File: src/design/srtf_process_scheduler_assert.svh
// assertion macros used by the scheduler top
`ifndef SRTF_PROCESS_SCHEDULER_ASSERT_SVH
`define SRTF_PROCESS_SCHEDULER_ASSERT_SVH

`ifndef ASSERT_OFF

// antecedent holds -> consequent holds in the same cycle
`define SRTF_ASSERT_SAME(label, clk, rst, ante, cons) \
   label: assert property (@(posedge clk) disable iff (rst) (ante) |-> (cons)) \
      else $error("srtf check failed: same-cycle implication");

// antecedent holds -> consequent holds in the next cycle
`define SRTF_ASSERT_NEXT(label, clk, rst, ante, cons) \
   label: assert property (@(posedge clk) disable iff (rst) (ante) |=> (cons)) \
      else $error("srtf check failed: next-cycle implication");

`else

`define SRTF_ASSERT_SAME(label, clk, rst, ante, cons)
`define SRTF_ASSERT_NEXT(label, clk, rst, ante, cons)

`endif

`endif

File: src/design/srtf_pkg.sv
// types and constants of the shortest-remaining-time-first scheduler
package srtf_pkg;

   localparam logic OP_ARRIVE = 1'b0;
   localparam logic OP_TICK   = 1'b1;

   localparam logic [1:0] ST_OK   = 2'd0;
   localparam logic [1:0] ST_FULL = 2'd1;
   localparam logic [1:0] ST_ZERO = 2'd2;

   typedef struct packed {
      logic        opcode;
      logic [15:0] proc_id;
      logic [15:0] burst;
   } req_type;

   typedef struct packed {
      logic [1:0]  status;
      logic        ran_valid;
      logic [15:0] ran_id;
      logic        finished;
      logic [31:0] wait_time;
      logic [31:0] turnaround;
      logic [31:0] time_now;
   } rsp_type;

   typedef struct packed {
      logic [15:0] id;
      logic [15:0] remaining;
      logic [15:0] burst;
      logic [31:0] arrival;
      logic [31:0] sequence_no;
   } entry_type;

   localparam int ENTRY_W = $bits(entry_type);

endpackage

File: src/design/srtf_ram.sv
// generic single-port-write, registered-read RAM
module srtf_ram #(
   parameter int WIDTH = 8,
   parameter int DEPTH = 16
) (
   input  logic                     clock,
   input  logic                     wr_en,
   input  logic [$clog2(DEPTH)-1:0] wr_addr,
   input  logic [WIDTH-1:0]         wr_data,
   input  logic                     rd_en,
   input  logic [$clog2(DEPTH)-1:0] rd_addr,
   output logic [WIDTH-1:0]         rd_data
);

   logic [WIDTH-1:0] mem_ff [DEPTH];
   logic [WIDTH-1:0] rd_data_ff;

   always_ff @(posedge clock) begin
      if (wr_en) begin
         mem_ff[wr_addr] <= wr_data;
      end
      if (rd_en) begin
         rd_data_ff <= mem_ff[rd_addr];
      end
   end

   assign rd_data = rd_data_ff;

endmodule

File: src/design/srtf_process_scheduler.sv
// srtf scheduler top: process table in RAM, sequential minimum scan per tick
// arrive item or idle tick: no scan, the result goes to S_EMIT and leaves once the output is free
// tick with a busy table: S_SCAN, S_LAST, S_UPDATE, S_WAIT, then S_EMIT, before the next item
//   is accepted (one RAM read per slot over all MAX_PROCS slots, then update and emit)
// the scan is bound by the single RAM read port, one slot per cycle
// synchronous reset empties the table (valid flops) and zeroes time and sequence
module srtf_process_scheduler #(
   parameter int MAX_PROCS = 16
) (
   input  logic             clock,
   input  logic             reset,
   input  logic             req_valid,
   output logic             req_stall,
   input  srtf_pkg::req_type req_data,
   output logic             rsp_valid,
   input  logic             rsp_stall,
   output srtf_pkg::rsp_type rsp_data
);
   import srtf_pkg::*;

`include "srtf_process_scheduler_assert.svh"

   localparam int SLOT_W = $clog2(MAX_PROCS);

   typedef enum logic [2:0] {
      S_IDLE,
      S_SCAN,
      S_LAST,
      S_UPDATE,
      S_WAIT,
      S_EMIT
   } state_type;

   state_type             state_ff;
   logic [MAX_PROCS-1:0]  valid_ff;
   logic [31:0]           time_ff;
   logic [31:0]           seq_ff;
   logic [SLOT_W-1:0]     rd_addr_ff;
   logic [SLOT_W-1:0]     rd_slot_ff;
   logic                  rd_pend_ff;
   logic                  best_found_ff;
   logic [SLOT_W-1:0]     best_slot_ff;
   entry_type             best_ff;
   logic [31:0]           tat_ff;
   logic                  fin_ff;
   rsp_type               res_ff;
   rsp_type               rsp_ff;
   logic                  rsp_valid_ff;

   logic                  req_acc;
   logic                  free_found;
   logic [SLOT_W-1:0]     free_slot;
   entry_type             cand;
   logic                  cand_better;
   logic [15:0]           new_rem;
   logic                  ram_wr_en;
   logic [SLOT_W-1:0]     ram_wr_addr;
   entry_type             ram_wr_entry;
   logic                  ram_rd_en;
   logic [ENTRY_W-1:0]    ram_rd_data;
   logic [31:0]           time_inc;
   logic                  out_free;
   rsp_type               idle_res;
   logic                  finish_now;
   logic                  refused_out;

   assign req_stall = (state_ff != S_IDLE);
   assign req_acc   = req_valid && !req_stall;
   assign time_inc  = time_ff + 32'd1;
   assign new_rem   = best_ff.remaining - 16'd1;
   assign cand      = entry_type'(ram_rd_data);
   assign out_free  = !rsp_valid_ff || !rsp_stall;

   // lowest free slot
   always_comb begin
      free_found = 1'b0;
      free_slot  = '0;
      for (int i = MAX_PROCS - 1; i >= 0; i--) begin
         if (!valid_ff[i]) begin
            free_found = 1'b1;
            free_slot  = SLOT_W'(i);
         end
      end
   end

   // result of an item that needs no scan
   always_comb begin
      idle_res          = '0;
      idle_res.status   = ST_OK;
      idle_res.time_now = time_ff;
      if (req_data.opcode == OP_ARRIVE) begin
         if (req_data.burst == 16'd0) begin
            idle_res.status = ST_ZERO;
         end else if (!free_found) begin
            idle_res.status = ST_FULL;
         end
      end else begin
         idle_res.time_now = time_inc;
      end
   end

   // strict compare keeps the lowest slot on a full key tie
   always_comb begin
      cand_better = valid_ff[rd_slot_ff] &&
                    (!best_found_ff ||
                     ({cand.remaining, cand.arrival, cand.sequence_no} <
                      {best_ff.remaining, best_ff.arrival, best_ff.sequence_no}));
   end

   always_comb begin
      ram_wr_en    = 1'b0;
      ram_wr_addr  = free_slot;
      ram_wr_entry = best_ff;
      if (state_ff == S_UPDATE) begin
         ram_wr_en              = 1'b1;
         ram_wr_addr            = best_slot_ff;
         ram_wr_entry.remaining = new_rem;
      end else if (req_acc && req_data.opcode == OP_ARRIVE &&
                   req_data.burst != 16'd0 && free_found) begin
         ram_wr_en                = 1'b1;
         ram_wr_entry.id          = req_data.proc_id;
         ram_wr_entry.remaining   = req_data.burst;
         ram_wr_entry.burst       = req_data.burst;
         ram_wr_entry.arrival     = time_ff;
         ram_wr_entry.sequence_no = seq_ff;
      end
      ram_rd_en = (state_ff == S_SCAN);
   end

   srtf_ram #(
      .WIDTH (ENTRY_W),
      .DEPTH (MAX_PROCS)
   ) u_table (
      .clock   (clock),
      .wr_en   (ram_wr_en),
      .wr_addr (ram_wr_addr),
      .wr_data (ram_wr_entry),
      .rd_en   (ram_rd_en),
      .rd_addr (rd_addr_ff),
      .rd_data (ram_rd_data)
   );

   always_ff @(posedge clock) begin
      if (reset) begin
         state_ff      <= S_IDLE;
         valid_ff      <= '0;
         time_ff       <= '0;
         seq_ff        <= '0;
         rd_pend_ff    <= 1'b0;
         best_found_ff <= 1'b0;
         rsp_valid_ff  <= 1'b0;
      end else begin
         rd_pend_ff <= (state_ff == S_SCAN);
         rd_slot_ff <= rd_addr_ff;

         if (rd_pend_ff && cand_better) begin
            best_ff       <= cand;
            best_slot_ff  <= rd_slot_ff;
            best_found_ff <= 1'b1;
         end

         rsp_valid_ff <= (state_ff == S_EMIT && out_free) || (rsp_valid_ff && rsp_stall);

         unique case (state_ff)
            S_IDLE: begin
               if (req_acc) begin
                  res_ff <= idle_res;
                  if (req_data.opcode == OP_TICK && |valid_ff) begin
                     rd_addr_ff    <= '0;
                     best_found_ff <= 1'b0;
                     state_ff      <= S_SCAN;
                  end else begin
                     state_ff <= S_EMIT;
                     if (req_data.opcode == OP_TICK) begin
                        // empty table: time still moves
                        time_ff <= time_inc;
                     end else if (req_data.burst != 16'd0 && free_found) begin
                        valid_ff[free_slot] <= 1'b1;
                        seq_ff              <= seq_ff + 32'd1;
                     end
                  end
               end
            end
            S_SCAN: begin
               rd_addr_ff <= rd_addr_ff + SLOT_W'(1);
               if (rd_addr_ff == SLOT_W'(MAX_PROCS - 1)) begin
                  state_ff <= S_LAST;
               end
            end
            S_LAST: begin
               state_ff <= S_UPDATE;
            end
            S_UPDATE: begin
               time_ff <= time_inc;
               tat_ff  <= time_inc - best_ff.arrival;
               fin_ff  <= (new_rem == 16'd0);
               if (new_rem == 16'd0) begin
                  valid_ff[best_slot_ff] <= 1'b0;
               end
               state_ff <= S_WAIT;
            end
            S_WAIT: begin
               res_ff.status     <= ST_OK;
               res_ff.ran_valid  <= 1'b1;
               res_ff.ran_id     <= best_ff.id;
               res_ff.finished   <= fin_ff;
               res_ff.time_now   <= time_ff;
               res_ff.turnaround <= fin_ff ? tat_ff : 32'd0;
               if (fin_ff && tat_ff >= {16'd0, best_ff.burst}) begin
                  res_ff.wait_time <= tat_ff - {16'd0, best_ff.burst};
               end else begin
                  res_ff.wait_time <= 32'd0;
               end
               state_ff <= S_EMIT;
            end
            S_EMIT: begin
               if (out_free) begin
                  rsp_ff   <= res_ff;
                  state_ff <= S_IDLE;
               end
            end
            default: begin
               state_ff <= S_IDLE;
            end
         endcase
      end
   end

   assign rsp_valid = rsp_valid_ff;
   assign rsp_data  = rsp_ff;

   assign finish_now  = (state_ff == S_UPDATE) && (new_rem == 16'd0);
   assign refused_out = rsp_valid_ff && (rsp_ff.status != ST_OK);

   `SRTF_ASSERT_SAME(a_update_has_best, clock, reset, state_ff == S_UPDATE, best_found_ff)
   `SRTF_ASSERT_NEXT(a_finish_frees_slot, clock, reset, finish_now, !valid_ff[best_slot_ff])
   `SRTF_ASSERT_SAME(a_finished_ran, clock, reset, rsp_valid_ff && rsp_ff.finished, rsp_ff.ran_valid)
   `SRTF_ASSERT_SAME(a_refusal_no_run, clock, reset, refused_out, !rsp_ff.ran_valid && !rsp_ff.finished)

endmodule
File: config.mk
export PLATFORM = sky130hd
export DESIGN_NAME = srtf_process_scheduler
export DESIGN_NICKNAME = d
export VERILOG_FILES = /design/src/design/srtf_pkg.sv /design/src/design/srtf_ram.sv /design/src/design/srtf_process_scheduler.sv
export VERILOG_INCLUDE_DIRS = /design/src /design/src/design
export SDC_FILE = /design/constraint.sdc
export NUM_CORES = 2
export LEC_CHECK = 0
export ABC_AREA = 0
export BUFFER_PORTS_ARGS = -buffer_cell sky130_fd_sc_hd__buf_2
export CAP_MARGIN = 20
export CORE_MARGIN = 8
export CORE_UTILIZATION = 40
export CTS_CLUSTER_DIAMETER = 40
export DETAILED_ROUTE_END_ITERATION = 10
export MAX_ROUTING_LAYER = met4
export PLACE_DENSITY_LB_ADDON = 0.08
export SLEW_MARGIN = 30
export SYNTH_ARGS = -nofsm -noshare
export SYNTH_HDL_FRONTEND = slang
export SYNTH_SLANG_ARGS = --single-unit
File: constraint.sdc
create_clock -name clock -period 33.8 [get_ports clock]
set_clock_uncertainty 0.15 [all_clocks]
set_input_delay 6.76 -clock clock [delete_from_list [all_inputs] [get_ports clock]]
set_output_delay 6.76 -clock clock [all_outputs]
set_load 0.01 [all_outputs]
# Word-level counts from Yosys, hierarchy flattened
# Memories as Yosys holds them, arrays and structs flattened. A register that Yosys moved wholly into a read port is not among the register bits.
# Index checks and enable logic that the tools add are counted.
# Widths: inputs -> output; s select.
totals:
  inputBits: 37
  n_memories: 1
  out_inout_bits: 118
  latchBits: 0
  regBits: 475
  romBits: 0
  mem_bits_rw: 1792
  elab_cells: 179
memory_table:
  columns: ["memory", "depth", "width", "rd", "rd_clocked_by_memory_dff", "write_ports", "line", "source"]
  rows:
  - ["u_table.mem_ff", 16, 112, 1, 1, 1, "srtf_ram.sv:15", "logic [WIDTH-1:0] mem_ff [DEPTH];"]
op_classes:
  addsub: 6
  n_bitwise: 6
  shift: 0
  mul: 0
  n_div: 0
  muxes: 76
  magnitude_cmp: 7
  eq_ne: 14
  reduce_logical: 38
op_table:
  columns: ["operator", "count"]
  rows:
  - ["$pmux 116 s2", 1]
  - ["$mux 32", 5]
  - ["$mux 116", 1]
  - ["$mux 112", 1]
  - ["$mux 16", 7]
  - ["$lt 80x80->1", 1]
  - ["$mux 80", 1]
  - ["$mux 4", 19]
  - ["$add 32x1->32 const B", 2]
  - ["$pmux 32 s2", 1]
  - ["$ge 32x16->1", 1]
  - ["$logic_not 16->1", 2]
  - ["$pmux 16 s2", 1]
  - ["$sub 32x16->32", 1]
  - ["$sub 32x32->32", 1]
  - ["$mux 1", 28]
  - ["$pmux 3 s6", 1]
  - ["$and 16x16->16", 1]
  - ["$not 16->16", 1]
  - ["$or 16x16->16", 1]
  - ["$reduce_bool 16->1", 1]
  - ["$reduce_or 16->1", 1]
  - ["$sub 16x1->16 const B", 1]
  - ["$lt 4x5->1 const B", 3]
  - ["25 further kinds", 64]

# Longest topological paths before layout
logic_depth:
  ltp_word: 26
  depth_mapped: 17
  depth_no_buf: 16

# Modules after synthesis
# A second synthesis with hierarchy kept.
unflattened:
  hier_cells: 5058
  hier_area_um2: 94050.2
by_module_without_submodules:
  columns: ["module", "n_inst", "cells_per_inst", "area_per_inst_um2", "seq_area_each_um2"]
  rows:
  - ["srtf_ram", 1, 2864, 70289.9, 57174.8]
  - ["srtf_process_scheduler", 1, 2194, 23760.3, 13402.9]

# Worst setup path after synthesis
# No wires, ideal clock.
synth_timing:
  path_type: "in2reg"
  startpoint: "input port reset"
  endpoint: "register res_ff[0] in the netlist's numbering (enable)"
  setup_slack_ns: 14.639
  setup_ns: 0.875
  cell_stages: 3
  path_buffers: 2
  arrival_ns: 18.135
  required_time_ns: 32.775
  cell_sequence: "clkbuf_1 clkbuf_1 nor4_1"
synth_via:
  elab_chain_cells: 2
synth_rtl:
  columns: ["item", "line", "source"]
  rows:
  - ["start, declared", "srtf_process_scheduler.sv:11", "input logic reset,"]
  - ["$not 1->1 (no line)", null, null]
  - ["$reduce_and 3->1 (no line)", null, null]
  - ["end signal, assigned", "srtf_process_scheduler.sv:167", "res_ff <= idle_res;"]
  - ["end, declared", "srtf_process_scheduler.sv:46", "rsp_type res_ff;"]
# Every way passes these cells.
# A chain may end at the register's enable or synchronous reset.

# Worst setup path after layout
layout_timing:
  startpoint: "input port req_valid"
  endpoint: "memory u_table.mem_ff[5][17] in the netlist's numbering (enable)"
layout_via:
  elab_chain_cells: 8
layout_rtl:
  columns: ["item", "line", "source"]
  rows:
  - ["start, declared", "srtf_process_scheduler.sv:12", "input logic req_valid,"]
  - ["$logic_and 1x1->1", "srtf_process_scheduler.sv:68", "assign req_acc = req_valid && !req_stall;"]
  - ["$logic_and 1x1->1 (2 in a row)", "srtf_process_scheduler.sv:118", "end else if (req_acc && req_data.opcode == OP_ARRIVE &&"]
  - ["$logic_and 1x1->1", "srtf_process_scheduler.sv:119", "req_data.burst != 16'd0 && free_found) begin"]
  - ["$mux 1", "srtf_process_scheduler.sv:118", null]
  - ["$mux 1", "srtf_process_scheduler.sv:114", "if (state_ff == S_UPDATE) begin"]
  - ["$mux 1", "srtf_ram.sv:19", "if (wr_en) begin"]
  - ["$mux 1 (implied by the code)", "srtf_ram.sv:20", "mem_ff[wr_addr] <= wr_data;"]
  - ["end, declared", "srtf_ram.sv:15", null]
# Every way passes these cells.

==> metrics.md <==
| Metric | Value |
|---|---|
| Slew Viols, Final | `0` |
| H-tree depth | `5` |
| Mapped cell area | `94150 um2` |
| Initial antenna violation count | `13` |
| TritonRoute pass-1 iters | `7` |
| Final net count | `around 5500` |
| Initial Utilization | `40.11%` |
| DRC Markers | `0` |
| Number of flops mapped to enable cells by yosys | `2293` |
| Hold Startpoint | `res_ff[76]` |
| Synth top cells by count | `2293 x edfxtp_1, 565 x mux4_2, 273 x nand2_1` |
| Post_cts resized | `0` |
| Outcome | `completed` |
| Setup CP Type | `in2reg` |
| GRT Total Usage | `19.55%` |
| Post-synth net total | `approximately 5000` |
| Final setup fails | `0` |
| Initial detailed-routing violation count | `4244` |
| Routed wire length | `241100 um` |
| Post-route minimum period | `around 10 ns` |
| Tot Pwr | `0.007462 W` |
| Most numerous cell in the Yosys netlist | `edfxtp_1` |
| Row Count | `178` |
| CTS Buffer Depth | `4` |
| Maxcap violations | `0` |
| WP data required | `34.20 ns` |
| Fmax | `between 90 and 100 MHz` |
| Post-synth top flop | `edfxtp_1` |
| Worst VDD drop | `50.11 uV` |
| Sink Count | `2379` |
| # hold bufs at CTS | `0` |
| Post-synthesis cell type count | `73` |
| Hold path depth | `0` |
| Post-CTS setup repair buffer count | `0` |
| Root Buffer | `clkbuf_16` |
| Asr flop ratio synth | `0%` |
| Largest net degree at the start of global routing | `149` |
| Clock Latency Late Sink | `0.95 ns` |
| Clock-pin slew on the worst setup and hold paths | `0.06 ns` |
| Die Span X | `501.2 um` |
| Period utilisation layout | `30.34%` |
| Biggest area consumer among synthesized cells | `edfxtp_1` |
| Vias in the first global route | `just under 50000` |
| Leak | `37.34 nW` |
| Cells after Synth | `4803` |
| Min-delay worst type | `reg2reg` |
| Count of final hold-check violations | `0` |
| Critical R2R Launch | `best_ff[93]` |
| First-pass GRT wire length | `roughly 350000 um` |
| IO Port Bufs | `154` |
| Num CTS Buffers | `376` |
| Die ar. | `between 200000 and 300000 um2` |
| RD Place Congestion | `0.8246` |
| Via Count | `47550` |
| Hpwl dp | `134200 um` |
| Syn_area_per_cell | `19.60 um2` |
| CP startpoint | `req_valid` |
| Synth Warn # | `0` |
| Tightest Pin Transition | `0.9977 ns` |
| Die H | `501.2 um` |
| Yosys reg bits | `2379` |
| GR Overflow Total | `0` |
| Worst setup EP type | `flop` |
| Crit path DAT | `10.66 ns` |
| Wire length per cell | `27.55 um` |
| Vias/cell | `5.434` |
| Synth top area share | `73.13%` |
| Crit Path Max Fanout | `38` |
| Post-route setup TNS | `0 ns` |
| Reg2Reg Depth | `11` |
| Core box area | `234700 um2` |
| Layout area overhead | `19.45%` |
| Power Dens Cells | `between 60 and 70 nW/um2` |
| Number of top-level pins | `155` |
| Crit start category | `input pin` |
| DRT antenna net count | `0` |
| Register area share after synthesis | `74.96%` |
| Slew headroom | `33.48%` |
| RSZ-0062 raised after global routing | `false` |
| Ranking of synthesized cells by area | `edfxtp_1 73%, mux4_2 14%, dfxtp_1 1.8%, ha_1 1.7%, nand2_1 1.1%` |
| CTS tree | `built` |
| Share of layout cells above drive strength 1 | `27.99%` |
==> cells by family after synthesis <==
group	Yosys count	synth area share [%]
multiplexers	566	13.53
AO/OA/AOI/OAI	419	2.719
flip-flops	2379	74.96
XOR/XNOR	160	1.488
buffers and inverters	346	1.410
adder cells (fa/ha/maj)	133	1.783
AND/OR/NAND/NOR	800	4.112
==> layout make-up <==
cell class	instances	area, um2
multi-input cells	2078	22440
clock buffers	420	9752
inverters	125	476.7
fillers	19680	122300
diodes	2	5.005
clock inverters	259	2943
flip-flops and latches	2379	70580
repair buffers	338	2333
well taps	3150	3941
==> routing by layer <==
layer,GRT usage (%),wire (um),vias to the layer above
li1,-,-,20630
met1,26.67,107600,25150
met2,30.84,115200,1335
met3,2.821,10990,434
met4,5.867,7279,0
met5,-,0,-
==> final timing paths <==
kind                           end  slack [ns]
max          u_table.mem_ff[5][17]       23.55
min reg2reg           rsp_data[76]        0.24
max reg2reg           best_ff[107]       28.20
min                   rsp_data[76]        0.24
==> critical path, cell delays in order <==
cell and delay (ns):
buf_2 0.13, or4b_1 0.56, nor2_1 0.34, and2_1 0.27, a22oi_1 0.15, or2_2 0.35
nor3_4 0.58, buf_4 0.74, buf_4 0.63
==> power breakdown <==
group | leakage (nW) | internal (W) | switching (W)
combinational | 9.73 | 0.000125 | 0.000191
clock | 6.10 | 0.00244 | 0.00139
sequential | 21.5 | 0.00329 | 0.0000185
==> registers in the layout (all words and copies together) (netlist names), 3 cells and up <==
register / count
rd_addr_ff: 4
res_ff: 116
u_table.mem_ff: 1792
best_ff: 112
u_table.rd_data: 112
rsp_data: 116
seq_ff: 32
valid_ff: 16
best_slot_ff: 4
rd_slot_ff: 4
time_ff: 32
state_ff: 3
tat_ff: 32
==> cell usage in the layout (no fill, tap or decap), types with 36 or more instances in the layout <==
cell	netlist	layout
nand2_1	273	273
clkinv_1	1	37
clkbuf_16	0	382
o21ai_0	160	159
a21oi_1	99	99
dfxtp_1	86	86
bufinv_16	0	45
ha_1	131	131
edfxtp_1	2293	2293
nor2_1	180	178
inv_1	124	123
mux4_2	565	565
clkinvlp_4	0	40
nand4_1	39	39
xor2_1	76	76
clkinv_2	0	36
buf_2	1	156
buf_4	1	161
nand3_1	39	38
and3_1	68	59
inv_6	0	52
xnor2_1	84	84
==> through the flow <==
| step | utilization, % | worst slack [ns] | instance area [um2] | std cells | hold WS, ns |
|---|---|---|---|---|---|
| 5_1_grt | 47.91 | 23.37 | 112500 | 8750 | 0.2566 |
| 4_1_cts | 47.89 | 23.55 | 112400 | 8746 | 0.2395 |
| 3_3_place_gp | 42.39 | 22.35 | 99520 | 8057 | 0.2507 |
| 2_1_floorplan | - | 14.64 | 94150 | 4803 | 0.2503 |
| 3_5_place_dp | 42.48 | 22.56 | 99720 | 8067 | 0.2545 |
| 6_report | 47.91 | 23.55 | 112500 | 8751 | 0.2429 |
(Power assumes the default switching activity.)
